==> config.mk <==
export PLATFORM = sky130hd
export DESIGN_NAME = timed_pulse_slot_table
export DESIGN_NICKNAME = d
export VERILOG_FILES = /design/src/hw/rtl/tpst_pkg.sv /design/src/hw/rtl/tpst_ram.sv /design/src/hw/rtl/tpst_csr.sv /design/src/hw/rtl/timed_pulse_slot_table.sv
export VERILOG_INCLUDE_DIRS = /design/src /design/src/hw/rtl
export SDC_FILE = /design/constraint.sdc
export NUM_CORES = 2
export LEC_CHECK = 0
export BUFFER_PORTS_ARGS = -buffer_cell sky130_fd_sc_hd__buf_2
export CAP_MARGIN = 20
export CORE_MARGIN = 2
export CORE_UTILIZATION = 30
export CTS_CLUSTER_DIAMETER = 100
export DETAILED_ROUTE_END_ITERATION = 16
export RECOVER_POWER = 25
export SYNTH_ARGS = -nofsm -noshare
export SYNTH_HDL_FRONTEND = slang
export SYNTH_SLANG_ARGS = --single-unit
==> constraint.sdc <==
create_clock -name clock -period 23.6 [get_ports clock]
set_clock_uncertainty 0.1 [all_clocks]
set_input_delay 1.18 -clock clock [delete_from_list [all_inputs] [get_ports clock]]
set_output_delay 1.18 -clock clock [all_outputs]
set_load 0.03 [all_outputs]
==> src/hw/rtl/timed_pulse_slot_table_assert.svh <==
// assertion helpers for the pulse slot table, clocked on clock, disabled in reset
`ifndef TIMED_PULSE_SLOT_TABLE_ASSERT_SVH
`define TIMED_PULSE_SLOT_TABLE_ASSERT_SVH

// same-cycle implication
`define TPST_ASSERT_NOW(label, ante, cons, msg) \
   label: assert property (@(posedge clock) disable iff (reset) (ante) |-> (cons)) \
      else $error(msg);

// next-cycle implication
`define TPST_ASSERT_NEXT(label, ante, cons, msg) \
   label: assert property (@(posedge clock) disable iff (reset) (ante) |=> (cons)) \
      else $error(msg);

`endif

==> src/hw/rtl/tpst_pkg.sv <==
`default_nettype none

package tpst_pkg;

   localparam int CSR_IDX_W = 3;
   localparam int PROD_W    = 61;
   localparam int MS_SHIFT  = 38;

   localparam logic [28:0] MS_RECIP         = 29'd274877907;
   localparam logic [31:0] DEFAULT_PULSE_MS = 32'd1000;

   localparam logic CMD_ARM  = 1'b0;
   localparam logic CMD_TICK = 1'b1;

   localparam logic [1:0] ST_OK     = 2'd0;
   localparam logic [1:0] ST_BOUNDS = 2'd1;
   localparam logic [1:0] ST_FULL   = 2'd2;
   localparam logic [1:0] ST_JITTER = 2'd3;

   localparam logic [CSR_IDX_W-1:0] REG_CHECK_FIXED_RATE = 3'd0;
   localparam logic [CSR_IDX_W-1:0] REG_SCAN_PERIOD      = 3'd1;
   localparam logic [CSR_IDX_W-1:0] REG_UNUSED_ADDRESS   = 3'd2;
   localparam logic [CSR_IDX_W-1:0] REG_REGION_MASK      = 3'd3;
   localparam logic [CSR_IDX_W-1:0] REG_CONSTANT_REGION  = 3'd4;

   localparam logic [15:0] RST_UNUSED_ADDRESS  = 16'hFFFF;
   localparam logic [15:0] RST_REGION_MASK     = 16'hF000;
   localparam logic [15:0] RST_CONSTANT_REGION = 16'hF000;

   typedef struct packed {
      logic        check_fixed_rate;
      logic [31:0] scan_period;
      logic [15:0] unused_address;
      logic [15:0] region_mask;
      logic [15:0] constant_region;
      logic [31:0] previous_tick_us;
   } cfg_type;

   typedef struct packed {
      logic [15:0] address;
      logic [31:0] length;
      logic [31:0] deadline;
   } slot_type;

   localparam int SLOT_W = $bits(slot_type);

endpackage

`default_nettype wire

==> src/hw/rtl/tpst_ram.sv <==
`default_nettype none

module tpst_ram #(
   parameter int WIDTH = 8,
   parameter int DEPTH = 8
) (
   input  wire logic                                     clock,
   input  wire logic                                     wr_en,
   input  wire logic [((DEPTH > 1) ? $clog2(DEPTH) : 1)-1:0] wr_addr,
   input  wire logic [WIDTH-1:0]                         wr_data,
   input  wire logic                                     rd_en,
   input  wire logic [((DEPTH > 1) ? $clog2(DEPTH) : 1)-1:0] rd_addr,
   output logic      [WIDTH-1:0]                         rd_data
);

   logic [WIDTH-1:0] mem_ff [DEPTH];
   logic [WIDTH-1:0] rd_data_ff;

   always_ff @(posedge clock) begin
      if (wr_en) begin
         mem_ff[wr_addr] <= wr_data;
      end
      if (rd_en) begin
         rd_data_ff <= mem_ff[rd_addr];
      end
   end

   assign rd_data = rd_data_ff;

endmodule

`default_nettype wire

==> src/hw/rtl/tpst_csr.sv <==
`default_nettype none

module tpst_csr (
   input  wire logic                           clock,
   input  wire logic                           reset,
   input  wire logic                           csr_valid,
   output logic                                csr_ready,
   input  wire logic [tpst_pkg::CSR_IDX_W-1:0] csr_index,
   input  wire logic [31:0]                    csr_wdata,
   input  wire logic                           tick_wr,
   input  wire logic [31:0]                    tick_value,
   output tpst_pkg::cfg_type                   cfg
);

   tpst_pkg::cfg_type cfg_ff;
   tpst_pkg::cfg_type cfg_in;
   logic              wr;

   assign csr_ready = 1'b1;
   assign wr        = csr_valid && csr_ready;

   always_comb begin
      cfg_in = cfg_ff;
      if (tick_wr) begin
         cfg_in.previous_tick_us = tick_value;
      end
      if (wr) begin
         case (csr_index)
            tpst_pkg::REG_CHECK_FIXED_RATE: begin
               cfg_in.check_fixed_rate = csr_wdata[0];
               cfg_in.previous_tick_us = '0;
            end
            tpst_pkg::REG_SCAN_PERIOD: begin
               cfg_in.scan_period      = csr_wdata;
               cfg_in.previous_tick_us = '0;
            end
            tpst_pkg::REG_UNUSED_ADDRESS:  cfg_in.unused_address  = csr_wdata[15:0];
            tpst_pkg::REG_REGION_MASK:     cfg_in.region_mask     = csr_wdata[15:0];
            tpst_pkg::REG_CONSTANT_REGION: cfg_in.constant_region = csr_wdata[15:0];
            default: ;
         endcase
      end
   end

   always_ff @(posedge clock) begin
      if (reset) begin
         cfg_ff.check_fixed_rate <= 1'b0;
         cfg_ff.scan_period      <= '0;
         cfg_ff.unused_address   <= tpst_pkg::RST_UNUSED_ADDRESS;
         cfg_ff.region_mask      <= tpst_pkg::RST_REGION_MASK;
         cfg_ff.constant_region  <= tpst_pkg::RST_CONSTANT_REGION;
         cfg_ff.previous_tick_us <= '0;
      end else begin
         cfg_ff <= cfg_in;
      end
   end

   assign cfg = cfg_ff;

endmodule

`default_nettype wire

==> src/hw/rtl/timed_pulse_slot_table.sv <==
`default_nettype none
// channel   | handshake               | ports
// ----------+-------------------------+---------------------------------------------
// request   | start, busy             | req_cmd, req_target_address,
//           |                         | req_pulse_length_ms, req_tick_time_us
// response  | rsp_strobe (no stall)   | rsp_drive_valid, rsp_drive_address,
//           |                         | rsp_drive_level, rsp_status, rsp_last
// csr       | csr_valid, csr_ready    | csr_index, csr_wdata
//
// arm and tick walk the slot ram one entry a cycle: busy stays high through S_PREP and
// the walk, and a new word is taken only once busy has fallen
// rejected arm or jittered tick: busy for 1 cycle (S_PREP), then the next word is taken
// slot busy bits are flops cleared by reset; the slot ram needs no clearing pass
// responses leave in the cycle after they are decided, one per cycle, never held off

module timed_pulse_slot_table #(
   parameter int SLOT_COUNT = 8
) (
   input  wire logic        clock,
   input  wire logic        reset,
   input  wire logic        start,
   output logic             busy,
   input  wire logic        req_cmd,
   input  wire logic [15:0] req_target_address,
   input  wire logic [31:0] req_pulse_length_ms,
   input  wire logic [31:0] req_tick_time_us,
   output logic             rsp_strobe,
   output logic             rsp_drive_valid,
   output logic [15:0]      rsp_drive_address,
   output logic             rsp_drive_level,
   output logic [1:0]       rsp_status,
   output logic             rsp_last,
   input  wire logic        csr_valid,
   output logic             csr_ready,
   input  wire logic [tpst_pkg::CSR_IDX_W-1:0] csr_index,
   input  wire logic [31:0] csr_wdata
);

`include "timed_pulse_slot_table_assert.svh"

   localparam int IDX_W = (SLOT_COUNT > 1) ? $clog2(SLOT_COUNT) : 1;
   localparam int CNT_W = $clog2(SLOT_COUNT + 1);
   localparam logic [CNT_W-1:0] CNT_END = CNT_W'(SLOT_COUNT);

   localparam logic [1:0] S_IDLE = 2'd0;
   localparam logic [1:0] S_PREP = 2'd1;
   localparam logic [1:0] S_WALK = 2'd2;

   logic [1:0]                  state_ff, state_in;
   logic                        cmd_ff;
   logic [15:0]                 addr_ff;
   logic [31:0]                 len_ff;
   logic [31:0]                 tick_ff;
   logic [tpst_pkg::PROD_W-1:0] prod_ff;
   logic [CNT_W-1:0]            rd_cnt_ff, rd_cnt_in;
   logic                        pv_ff, pv_in;
   logic [IDX_W-1:0]            pidx_ff, pidx_in;
   logic                        match_ff, match_in;
   logic [IDX_W-1:0]            match_idx_ff, match_idx_in;
   logic [SLOT_COUNT-1:0]       busy_ff, busy_in;

   logic                        rsp_strobe_ff, rsp_strobe_in;
   logic                        rsp_drive_valid_ff, rsp_drive_valid_in;
   logic [15:0]                 rsp_drive_address_ff, rsp_drive_address_in;
   logic                        rsp_drive_level_ff, rsp_drive_level_in;
   logic [1:0]                  rsp_status_ff, rsp_status_in;
   logic                        rsp_last_ff, rsp_last_in;

   logic                        ram_wr_en;
   logic [IDX_W-1:0]            ram_wr_addr;
   tpst_pkg::slot_type          ram_wr_data;
   logic                        ram_rd_en;
   logic [IDX_W-1:0]            ram_rd_addr;
   tpst_pkg::slot_type          ram_rd_data;

   tpst_pkg::cfg_type           cfg;
   logic                        tick_wr;
   logic                        accept;
   logic                        rate_on;
   logic [31:0]                 now_ms;
   logic                        free_any;
   logic [IDX_W-1:0]            free_idx;
   logic [IDX_W-1:0]            slot_sel;

   tpst_csr u_csr (
      .clock      (clock),
      .reset      (reset),
      .csr_valid  (csr_valid),
      .csr_ready  (csr_ready),
      .csr_index  (csr_index),
      .csr_wdata  (csr_wdata),
      .tick_wr    (tick_wr),
      .tick_value (tick_ff),
      .cfg        (cfg)
   );

   tpst_ram #(
      .WIDTH (tpst_pkg::SLOT_W),
      .DEPTH (SLOT_COUNT)
   ) u_slot_ram (
      .clock   (clock),
      .wr_en   (ram_wr_en),
      .wr_addr (ram_wr_addr),
      .wr_data (ram_wr_data),
      .rd_en   (ram_rd_en),
      .rd_addr (ram_rd_addr),
      .rd_data (ram_rd_data)
   );

   assign busy    = (state_ff != S_IDLE);
   assign accept  = start && !busy;
   assign rate_on = cfg.check_fixed_rate && (cfg.scan_period != '0);
   assign now_ms  = 32'(prod_ff >> tpst_pkg::MS_SHIFT);

   // lowest free slot
   always_comb begin
      free_idx = '0;
      for (int i = SLOT_COUNT - 1; i >= 0; i--) begin
         if (!busy_ff[i]) begin
            free_idx = IDX_W'(i);
         end
      end
   end

   assign free_any = ~&busy_ff;
   assign slot_sel = match_ff ? match_idx_ff : free_idx;

   always_comb begin
      state_in             = state_ff;
      rd_cnt_in            = rd_cnt_ff;
      pv_in                = 1'b0;
      pidx_in              = pidx_ff;
      match_in             = match_ff;
      match_idx_in         = match_idx_ff;
      busy_in              = busy_ff;
      tick_wr              = 1'b0;
      ram_wr_en            = 1'b0;
      ram_wr_addr          = pidx_ff;
      ram_wr_data          = ram_rd_data;
      ram_rd_en            = 1'b0;
      ram_rd_addr          = rd_cnt_ff[IDX_W-1:0];
      rsp_strobe_in        = 1'b0;
      rsp_drive_valid_in   = 1'b0;
      rsp_drive_address_in = '0;
      rsp_drive_level_in   = 1'b0;
      rsp_status_in        = tpst_pkg::ST_OK;
      rsp_last_in          = 1'b0;

      case (state_ff)
         S_IDLE: begin
            if (accept) begin
               state_in  = S_PREP;
               rd_cnt_in = '0;
               match_in  = 1'b0;
            end
         end
         S_PREP: begin
            if (cmd_ff == tpst_pkg::CMD_ARM) begin
               if (addr_ff == cfg.unused_address ||
                   (addr_ff & cfg.region_mask) == cfg.constant_region) begin
                  rsp_strobe_in = 1'b1;
                  rsp_status_in = tpst_pkg::ST_BOUNDS;
                  rsp_last_in   = 1'b1;
                  state_in      = S_IDLE;
               end else begin
                  state_in = S_WALK;
               end
            end else begin
               if (rate_on && cfg.previous_tick_us != '0 &&
                   tick_ff != cfg.previous_tick_us + cfg.scan_period) begin
                  rsp_strobe_in = 1'b1;
                  rsp_status_in = tpst_pkg::ST_JITTER;
                  rsp_last_in   = 1'b1;
                  state_in      = S_IDLE;
               end else begin
                  tick_wr  = rate_on;
                  state_in = S_WALK;
               end
            end
         end
         S_WALK: begin
            if (rd_cnt_ff != CNT_END) begin
               ram_rd_en = 1'b1;
               rd_cnt_in = rd_cnt_ff + CNT_W'(1);
               pv_in     = 1'b1;
               pidx_in   = rd_cnt_ff[IDX_W-1:0];
            end
            if (pv_ff && busy_ff[pidx_ff]) begin
               if (cmd_ff == tpst_pkg::CMD_TICK) begin
                  if (ram_rd_data.deadline == '0) begin
                     ram_wr_en            = 1'b1;
                     ram_wr_data.deadline = now_ms + ram_rd_data.length;
                  end else if (now_ms >= ram_rd_data.deadline) begin
                     rsp_strobe_in        = 1'b1;
                     rsp_drive_valid_in   = 1'b1;
                     rsp_drive_address_in = ram_rd_data.address;
                     busy_in[pidx_ff]     = 1'b0;
                  end
               end else if (!match_ff && ram_rd_data.address == addr_ff) begin
                  match_in     = 1'b1;
                  match_idx_in = pidx_ff;
               end
            end
            if (rd_cnt_ff == CNT_END && !pv_ff) begin
               rsp_strobe_in = 1'b1;
               rsp_last_in   = 1'b1;
               state_in      = S_IDLE;
               if (cmd_ff == tpst_pkg::CMD_ARM) begin
                  if (match_ff || free_any) begin
                     ram_wr_en            = 1'b1;
                     ram_wr_addr          = slot_sel;
                     ram_wr_data.address  = addr_ff;
                     ram_wr_data.length   = len_ff;
                     ram_wr_data.deadline = '0;
                     busy_in[slot_sel]    = 1'b1;
                     rsp_drive_valid_in   = 1'b1;
                     rsp_drive_address_in = addr_ff;
                     rsp_drive_level_in   = 1'b1;
                  end else begin
                     rsp_status_in = tpst_pkg::ST_FULL;
                  end
               end
            end
         end
         default: begin
            state_in = S_IDLE;
         end
      endcase
   end

   always_ff @(posedge clock) begin
      if (reset) begin
         state_ff      <= S_IDLE;
         rd_cnt_ff     <= '0;
         pv_ff         <= 1'b0;
         pidx_ff       <= '0;
         match_ff      <= 1'b0;
         match_idx_ff  <= '0;
         busy_ff       <= '0;
         rsp_strobe_ff <= 1'b0;
      end else begin
         state_ff      <= state_in;
         rd_cnt_ff     <= rd_cnt_in;
         pv_ff         <= pv_in;
         pidx_ff       <= pidx_in;
         match_ff      <= match_in;
         match_idx_ff  <= match_idx_in;
         busy_ff       <= busy_in;
         rsp_strobe_ff <= rsp_strobe_in;
      end
   end

   always_ff @(posedge clock) begin
      if (accept) begin
         cmd_ff  <= req_cmd;
         addr_ff <= req_target_address;
         len_ff  <= (req_pulse_length_ms == '0) ? tpst_pkg::DEFAULT_PULSE_MS
                                                : req_pulse_length_ms;
         tick_ff <= req_tick_time_us;
         // divide by 1000 through the reciprocal
         prod_ff <= tpst_pkg::PROD_W'(req_tick_time_us) *
                    tpst_pkg::PROD_W'(tpst_pkg::MS_RECIP);
      end
      rsp_drive_valid_ff   <= rsp_drive_valid_in;
      rsp_drive_address_ff <= rsp_drive_address_in;
      rsp_drive_level_ff   <= rsp_drive_level_in;
      rsp_status_ff        <= rsp_status_in;
      rsp_last_ff          <= rsp_last_in;
   end

   assign rsp_strobe        = rsp_strobe_ff;
   assign rsp_drive_valid   = rsp_drive_valid_ff;
   assign rsp_drive_address = rsp_drive_address_ff;
   assign rsp_drive_level   = rsp_drive_level_ff;
   assign rsp_status        = rsp_status_ff;
   assign rsp_last          = rsp_last_ff;

   `TPST_ASSERT_NEXT(a_accept_busy, accept, busy, "accepted word did not raise busy")
   `TPST_ASSERT_NOW(a_mid_row_busy, rsp_strobe && !rsp_last, busy,
      "non-final response word while idle")
   `TPST_ASSERT_NOW(a_error_row, rsp_strobe && rsp_status != tpst_pkg::ST_OK,
      !rsp_drive_valid && rsp_last, "error response drives a level or is not final")

endmodule

`default_nettype wire

# --- Yosys cells after proc, flatten, opt, wreduce, memory -nomap -nowiden ---
# Memory sizes are Yosys's and may differ from the RTL's. A register that Yosys moved wholly into a read port is not among the register bits.
# Index checks and enable logic that the tools add are counted.
classes:
  addsub: 3
  multipliers: 1
  magnitude_cmp: 5
  eq_ne: 18
  mux: 94
  bitwise_logic: 7
  n_reduce_logical: 36
ops:
  columns: ["op", "count"]
  rows:
  - ["two-way mux 80 bit", 4]
  - ["two-way mux 32 bit", 6]
  - ["two-way mux 16 bit", 7]
  - ["logical NOT 32 bit", 2]
  - ["two-way mux 8 bit", 8]
  - ["nonzero test 32 bit", 2]
  - ["multiplier 32 x 29 -> 61 bit, second input constant", 1]
  - ["equality test 16 bit", 3]
  - ["two-way mux 3 bit", 13]
  - ["two-way mux 1 bit", 35]
  - ["adder 23 x 32 -> 32 bit", 1]
  - ["adder 32 bit", 1]
  - [">= comparator 23 x 32 -> 1 bit", 1]
  - ["inequality test 32 bit", 1]
  - ["two-way mux 2 bit", 10]
  - ["AND 16 bit", 1]
  - ["AND reduction 2 bit", 7]
  - ["inequality test 2 bit, second input constant", 6]
  - ["logical AND 1 bit", 9]
  - ["AND 8 bit", 1]
  - ["less-than comparator 3 x 4 -> 1 bit, second input constant", 2]
  - ["two-way mux 4 bit", 2]
  - ["inverter 8 bit", 1]
  - ["bitwise OR 8 bit", 1]
  - ["27 further kinds", 39]
word_totals:
  regBits: 299
  mem_bits_rw: 640
  output_inout_bits: 24
  elab_cells: 189
  mem_count: 1
mem_list:
  columns: ["memory", "words", "word_bits", "rd", "rd_clocked_by_memory_dff", "write_ports", "line_no", "text"]
  rows:
  - ["u_slot_ram.mem_ff", 8, 80, 1, 1, 1, "tpst_ram.sv:16", "logic [WIDTH-1:0] mem_ff [DEPTH];"]

# --- Depth between registers and ports, before layout ---
logic_depth:
  word_depth: 17
  ltp_mapped: 25
  ltp_nobuf: 25

# --- Cells and area by module ---
# A second synthesis with hierarchy kept.
hier_totals:
  hier_cells: 4147
  hier_area_um2: 56287.7
modules_own_cells:
  columns: ["mod", "n_inst", "cells_each", "area_per_inst_um2"]
  rows:
  - ["tpst_ram", 1, 1018, 26455.4]
  - ["timed_pulse_slot_table", 1, 2699, 25283.0]
  - ["tpst_csr", 1, 430, 4549.4]

# --- Worst setup path before layout ---
# No wires, ideal clock.
synth_path:
  path_kind: "register -> register"
  startpoint: "register rd_cnt_ff[0]"
  endpoint: "memory u_slot_ram.mem_ff[7][0] (netlist name) (enable)"
  arrival_time_ps: 7985
  t_required_ps: 22884
  setup_slack_ps: 14899
  stages_incl_launch_ff: 15
  synth_period_minus_slack_ps: 8701
  path_cell_list: "dfxtp_1 clkbuf_1 clkbuf_1 inv_1 ha_1 nand3b_1 nor2_1 nand2_1 or3_1 clkbuf_1 clkbuf_1 nand2_1 o21ai_0 nand3_1 nor3_1"
synth_via:
  elab_chain_cells: 6
  elab_cells_between_ends: 8
synth_lines:
  columns: ["element", "line_no", "text"]
  rows:
  - ["start: declaration", "timed_pulse_slot_table.sv:55", "logic [CNT_W-1:0] rd_cnt_ff, rd_cnt_in;"]
  - ["start signal: assignment", "timed_pulse_slot_table.sv:243", "rd_cnt_ff <= rd_cnt_in;"]
  - ["equality test 4 bit (*)", "timed_pulse_slot_table.sv:204", "if (rd_cnt_ff == CNT_END && !pv_ff) begin"]
  - ["logical AND 1 bit (*)", "timed_pulse_slot_table.sv:204", null]
  - ["two-way mux 1 bit", "timed_pulse_slot_table.sv:204", null]
  - ["two-way mux 1 bit", "timed_pulse_slot_table.sv:149", "case (state_ff)"]
  - ["two-way mux 1 bit", "tpst_ram.sv:20", "if (wr_en) begin"]
  - ["two-way mux 1 bit (not written as such)", "tpst_ram.sv:21", "mem_ff[wr_addr] <= wr_data;"]
  - ["end: declaration", "tpst_ram.sv:16", null]
# Every way passes the cells marked *; elsewhere a longest branch is shown, timed or not.

# --- Worst setup path in the final report ---
layout_path:
  startpoint: "register rd_cnt_ff[0]"
  endpoint: "register u_slot_ram.rd_data_ff[4] (netlist: u_slot_ram.rd_data[4]), read port of u_slot_ram.mem_ff (data pin)"
layout_via:
  elab_chain_cells: 3
layout_lines:
  columns: ["element", "line_no", "text"]
  rows:
  - ["inequality test 4 bit", "timed_pulse_slot_table.sv:182", "if (rd_cnt_ff != CNT_END) begin"]
  - ["two-way mux 1 bit", "timed_pulse_slot_table.sv:182", null]
  - ["two-way mux 1 bit", "timed_pulse_slot_table.sv:149", null]
  - ["end: declaration", "tpst_ram.sv:17", "logic [WIDTH-1:0] rd_data_ff;"]
# Several ways; a longest one is shown, not always the timed one.
# A chain may end at the register's enable or synchronous reset.

==> parameters.txt <==
Parameter                              Value

Yosys
  Number of library cell types mapped by synthesis ... 95
  Commonest cells in the netlist ... 824 x sky130_fd_sc_hd__edfxtp_1, 581 x sky130_fd_sc_hd__inv_1, 479 x sky130_fd_sc_hd__nand2_1
  Synthesized Nets ... 5,153
  Synthesized area divided by synthesized cell count ... 13.2 um^2
  Dominant cell type by area after synthesis ... sky130_fd_sc_hd__edfxtp_1
  Share of Yosys cell area claimed by the top area cell type ... 0.441
  Main area contributors after synthesis ... sky130_fd_sc_hd__edfxtp_1 44%, sky130_fd_sc_hd__fa_1 11%, sky130_fd_sc_hd__ha_1 11%
  Share of synthesized flip-flops with an asynchronous set or reset ... 0
  Register bit total from synthesis ... 981
  Top FF cell, synth ... sky130_fd_sc_hd__edfxtp_1
  Count of synthesis-stage warnings from yosys ... 0
  Cell area after technology mapping ... 56,100 um^2
  Instance count of the mapped netlist ... 4,262
  Share of the yosys chip area belonging to registers ... 0.497
  Most frequent cell after synthesis ... sky130_fd_sc_hd__edfxtp_1
  Number of enable flip-flop cells after synthesis ... 824

Floorplan
  Effective utilization at floorplan ... 0.302
  DIE HEIGHT ... 436 um
  Number of top-level design ports ... 144
  Overall die area ... 190,000 um^2
  Number of standard-cell rows in the floorplan ... 158
  DIE WIDTH ... 436 um
  Placeable core region ... 186,000 um^2

Timing
  Final count of pins violating max slew ... 439
  Count of final setup violators ... 0
  Maximum achievable frequency ... 109 MHz
  Transition at the pin with the smallest max-transition slack ... 8450 ps
  Worst relative slew slack ... -4.63
  Total Neg Setup Slack ... 0 ps
  Final period util ... 0.389
  Final Hold Slack ... 359 ps
  Post-route minimum period ... 9190 ps
  Setup repair after global routing missed its margin ... no
  Count of endpoints failing hold in the final timing report ... 0

Setup path
  Crit-path max FO ... 97
  Startpoint of the most critical register-to-register path ... rd_cnt_ff[0]$_SDFFE_PP0P_
  Signal arrival time at the worst endpoint ... 9560 ps
  Reg2Reg Setup Slack ... 14,410 ps
  Required time at the endpoint of the critical path ... 23,970 ps
  Sum of buffers and inverters on the critical path ... 1
  Worst stage delay on the critical path ... 5940 ps
  Capture point of the worst reg-to-reg path ... u_slot_ram.rd_data[4]$_DFFE_PP_
  CP Cell Sequence ... clkbuf_1, mux4_2, mux2_2
  Type of the setup path with the least slack ... flop to flop
  Capturing element type of the critical path ... flop
  R2R cell count ... 3
  Crit-path leading delay family ... buffers and inverters
  Slowest CP cell ... sky130_fd_sc_hd__clkbuf_1
  Startpoint types ... flop

Final layout
  Share of the core filled with cells in the final layout ... 0.338
  Layout cells sized above 1 ... 0.121
  Reg area ... 27,900 um^2
  Area growth syn-to-layout ... 12.1%
  Layout Nets ... 5,277
  Count of fill cells added during filler insertion ... 18,100
  Final std cells w/o fill ... 6,952
  Area of combinational cells with multiple inputs ... 25,400 um^2

CTS
  Number of buffers added by the clock tree synthesis step ... 97
  Number of hold buffers added after cts ... 0
  H-Tree Depth ... 3
  Maximum clock insertion buffer count ... 3
  Number of setup buffers added after CTS ... 0
  # resized after CTS ... 0
  Clock Sinks ... 981
  Library cell used as clock root buffer ... sky130_fd_sc_hd__clkbuf_16
  TritonCTS clock tree ... yes
  CTS clock-pin slew for the worst setup and hold paths ... 60 ps
  Clock insertion delay at the later pin of the skew report ... 730 ps

Pwr
  Tot Pwr ... 8250 uW
  Cell leakage power ... 0.0239 uW
  Power density over the cells ... 131 nW/um^2
  Maximum resistive drop on vdd ... 0.254 mV

Drt
  WL final ... 144,000 um
  Routed length per instance ... 20.7 um
  DR pass1 iterations ... 5
  Antenna-violating nets left ... 0
  DR DRC count ... 0
  Via count normalized by instance count ... 4.84
  DRT iter0 DRCs ... 2,788
  Vias post-DR ... 33,700

Global route
  Overflow left after global routing ... 0
  Global-route wire length before repair ... 218,000 um
  Largest net degree at the start of global routing ... 133
  Total routing usage reported by global routing ... 0.150
  Vias in the first global route ... 35,100
  Antenna violations before repair ... 11

Place
  RePlAce Congestion ... 0.902
  Placed wire-length estimate ... 101,000 um
  Count of input and output buffers ... 142
  Cell Count Post-Placement ... 6,763

Hold path
  Hold path cells ... 2
  Type of the tightest min-delay check ... flop to flop
  Startpoint of the tightest hold check path ... u_csr.cfg[58]$_SDFFE_PP0P_
  Terminating pin of the worst hold path ... u_csr.cfg[58]$_SDFFE_PP0P_

Outcome
  Violated checks ... max-capacitance violations, max-slew violations
  Status ... finished with violations

Job
  Number of max-cap violations ... 8
## layout by cell type, fill, tap and decap left out, types with 10 or more instances in the layout
cell type | synthesis | final
sky130_fd_sc_hd__edfxtp_1 | 824 | 824
sky130_fd_sc_hd__inv_1 | 581 | 579
sky130_fd_sc_hd__nand2_1 | 479 | 478
sky130_fd_sc_hd__ha_1 | 471 | 471
sky130_fd_sc_hd__fa_1 | 300 | 300
sky130_fd_sc_hd__mux4_2 | 162 | 162
sky130_fd_sc_hd__a21oi_1 | 159 | 159
sky130_fd_sc_hd__dfxtp_1 | 157 | 155
sky130_fd_sc_hd__clkbuf_1 | 121 | 104
sky130_fd_sc_hd__clkbuf_16 | 0 | 97
sky130_fd_sc_hd__nor2_1 | 90 | 82
sky130_fd_sc_hd__o21ai_0 | 82 | 82
sky130_fd_sc_hd__mux2_2 | 83 | 82
sky130_fd_sc_hd__xnor2_1 | 65 | 65
sky130_fd_sc_hd__xor2_1 | 64 | 64
sky130_fd_sc_hd__buf_2 | 8 | 61
sky130_fd_sc_hd__nand3_1 | 58 | 58
sky130_fd_sc_hd__nor4_1 | 46 | 46
sky130_fd_sc_hd__mux2i_1 | 41 | 41
sky130_fd_sc_hd__a21o_1 | 38 | 38
sky130_fd_sc_hd__nand4_1 | 31 | 31
sky130_fd_sc_hd__nor3_1 | 31 | 29
sky130_fd_sc_hd__nor2b_1 | 27 | 27
sky130_fd_sc_hd__buf_4 | 4 | 25
sky130_fd_sc_hd__nand2b_1 | 23 | 23
sky130_fd_sc_hd__a22o_1 | 23 | 23
sky130_fd_sc_hd__a211o_1 | 21 | 21
sky130_fd_sc_hd__a211oi_1 | 17 | 17
sky130_fd_sc_hd__clkinv_1 | 0 | 17
sky130_fd_sc_hd__o211ai_1 | 16 | 16
sky130_fd_sc_hd__clkinv_2 | 0 | 15
sky130_fd_sc_hd__o21a_1 | 14 | 14
sky130_fd_sc_hd__o21bai_1 | 13 | 13
sky130_fd_sc_hd__and3_1 | 12 | 12
sky130_fd_sc_hd__bufinv_16 | 0 | 12
sky130_fd_sc_hd__o2111ai_1 | 11 | 11
sky130_fd_sc_hd__a31oi_1 | 10 | 10
sky130_fd_sc_hd__clkinvlp_4 | 0 | 10
## report_power, final
group | internal [uW] | leakage [uW] | switching [uW]
clock | 904 | 0.00158 | 695
sequential | 2050 | 0.00874 | 86.1
combinational | 1820 | 0.0136 | 2700
total | 4770 | 0.0239 | 3480
## layout make-up
cell class / count / area share
clock buffer: 114 / 0.0398
multi-input combinational: 2546 / 0.404
tap: 2480 / 0.0494
sequential: 981 / 0.444
clock inverter: 69 / 0.0132
inverter: 581 / 0.0347
antenna: 2 / 0.0000797
timing repair buffer: 179 / 0.0144
## tightest hold or removal path, stage by stage (launching register included)
cell and delay (ps):
sky130_fd_sc_hd__dfxtp_1 310, sky130_fd_sc_hd__nand2_1 50, sky130_fd_sc_hd__a21oi_1 50
## cells by family after synthesis
group                      Yosys count  share of synthesized area
xor gates and xnor gates           129                     0.0202
muxes                              286                     0.0891
DFF                                981                      0.497
other                                1                  0.0000669
buffers and inverters              735                     0.0507
AOI/OAI and AO/OA                  498                     0.0593
and+or+nand+nor                    861                     0.0710
adders and majority gates          771                      0.212
## sequential cells by signal, summed over array words and instances, names as in the netlist, 3 cells and up
name / count
tick_ff: 32
prod_ff: 23
busy_ff: 8
rd_cnt_ff: 4
rsp_drive_address: 16
addr_ff: 16
match_idx_ff: 3
u_slot_ram.rd_data: 80
pidx_ff: 3
u_slot_ram.mem_ff: 640
u_csr.cfg: 113
len_ff: 32
## worst max path at each step
stage	from	to	slack (ps)	cells after the start
2_1_floorplan	rd_cnt_ff[0]$_SDFFE_PP0P_	u_slot_ram.mem_ff[7][0]$_DFFE_PP_	14900	14
3_3_place_gp	req_tick_time_us[13]	prod_ff[55]$_DFFE_PP_	14730	24
5_1_grt	rd_cnt_ff[0]$_SDFFE_PP0P_	u_slot_ram.rd_data[4]$_DFFE_PP_	13080	3
3_5_place_dp	req_tick_time_us[13]	prod_ff[55]$_DFFE_PP_	14660	24
6_report	rd_cnt_ff[0]$_SDFFE_PP0P_	u_slot_ram.rd_data[4]$_DFFE_PP_	14410	3
4_1_cts	req_tick_time_us[13]	prod_ff[55]$_DFFE_PP_	15360	24
## per-stage QoR
step | instance area (um^2) | setup slack (ps)
2_1_floorplan | 56100 | 14900
3_3_place_gp | 59600 | 14730
3_5_place_dp | 59600 | 14660
4_1_cts | 62900 | 15360
5_1_grt | 62800 | 13080
6_report | 62800 | 14410
## layer usage
| metal | vias to the layer above | GRT usage | routed length (um) |
|---|---|---|---|
| li1 | 15500 | - | - |
| met1 | 17200 | 0.205 | 64400 |
| met2 | 836 | 0.251 | 69400 |
| met3 | 165 | 0.0170 | 7010 |
| met4 | 6 | 0.0419 | 3400 |
| met5 | - | 0 | 34 |
Power figures use the tool's default switching activity.
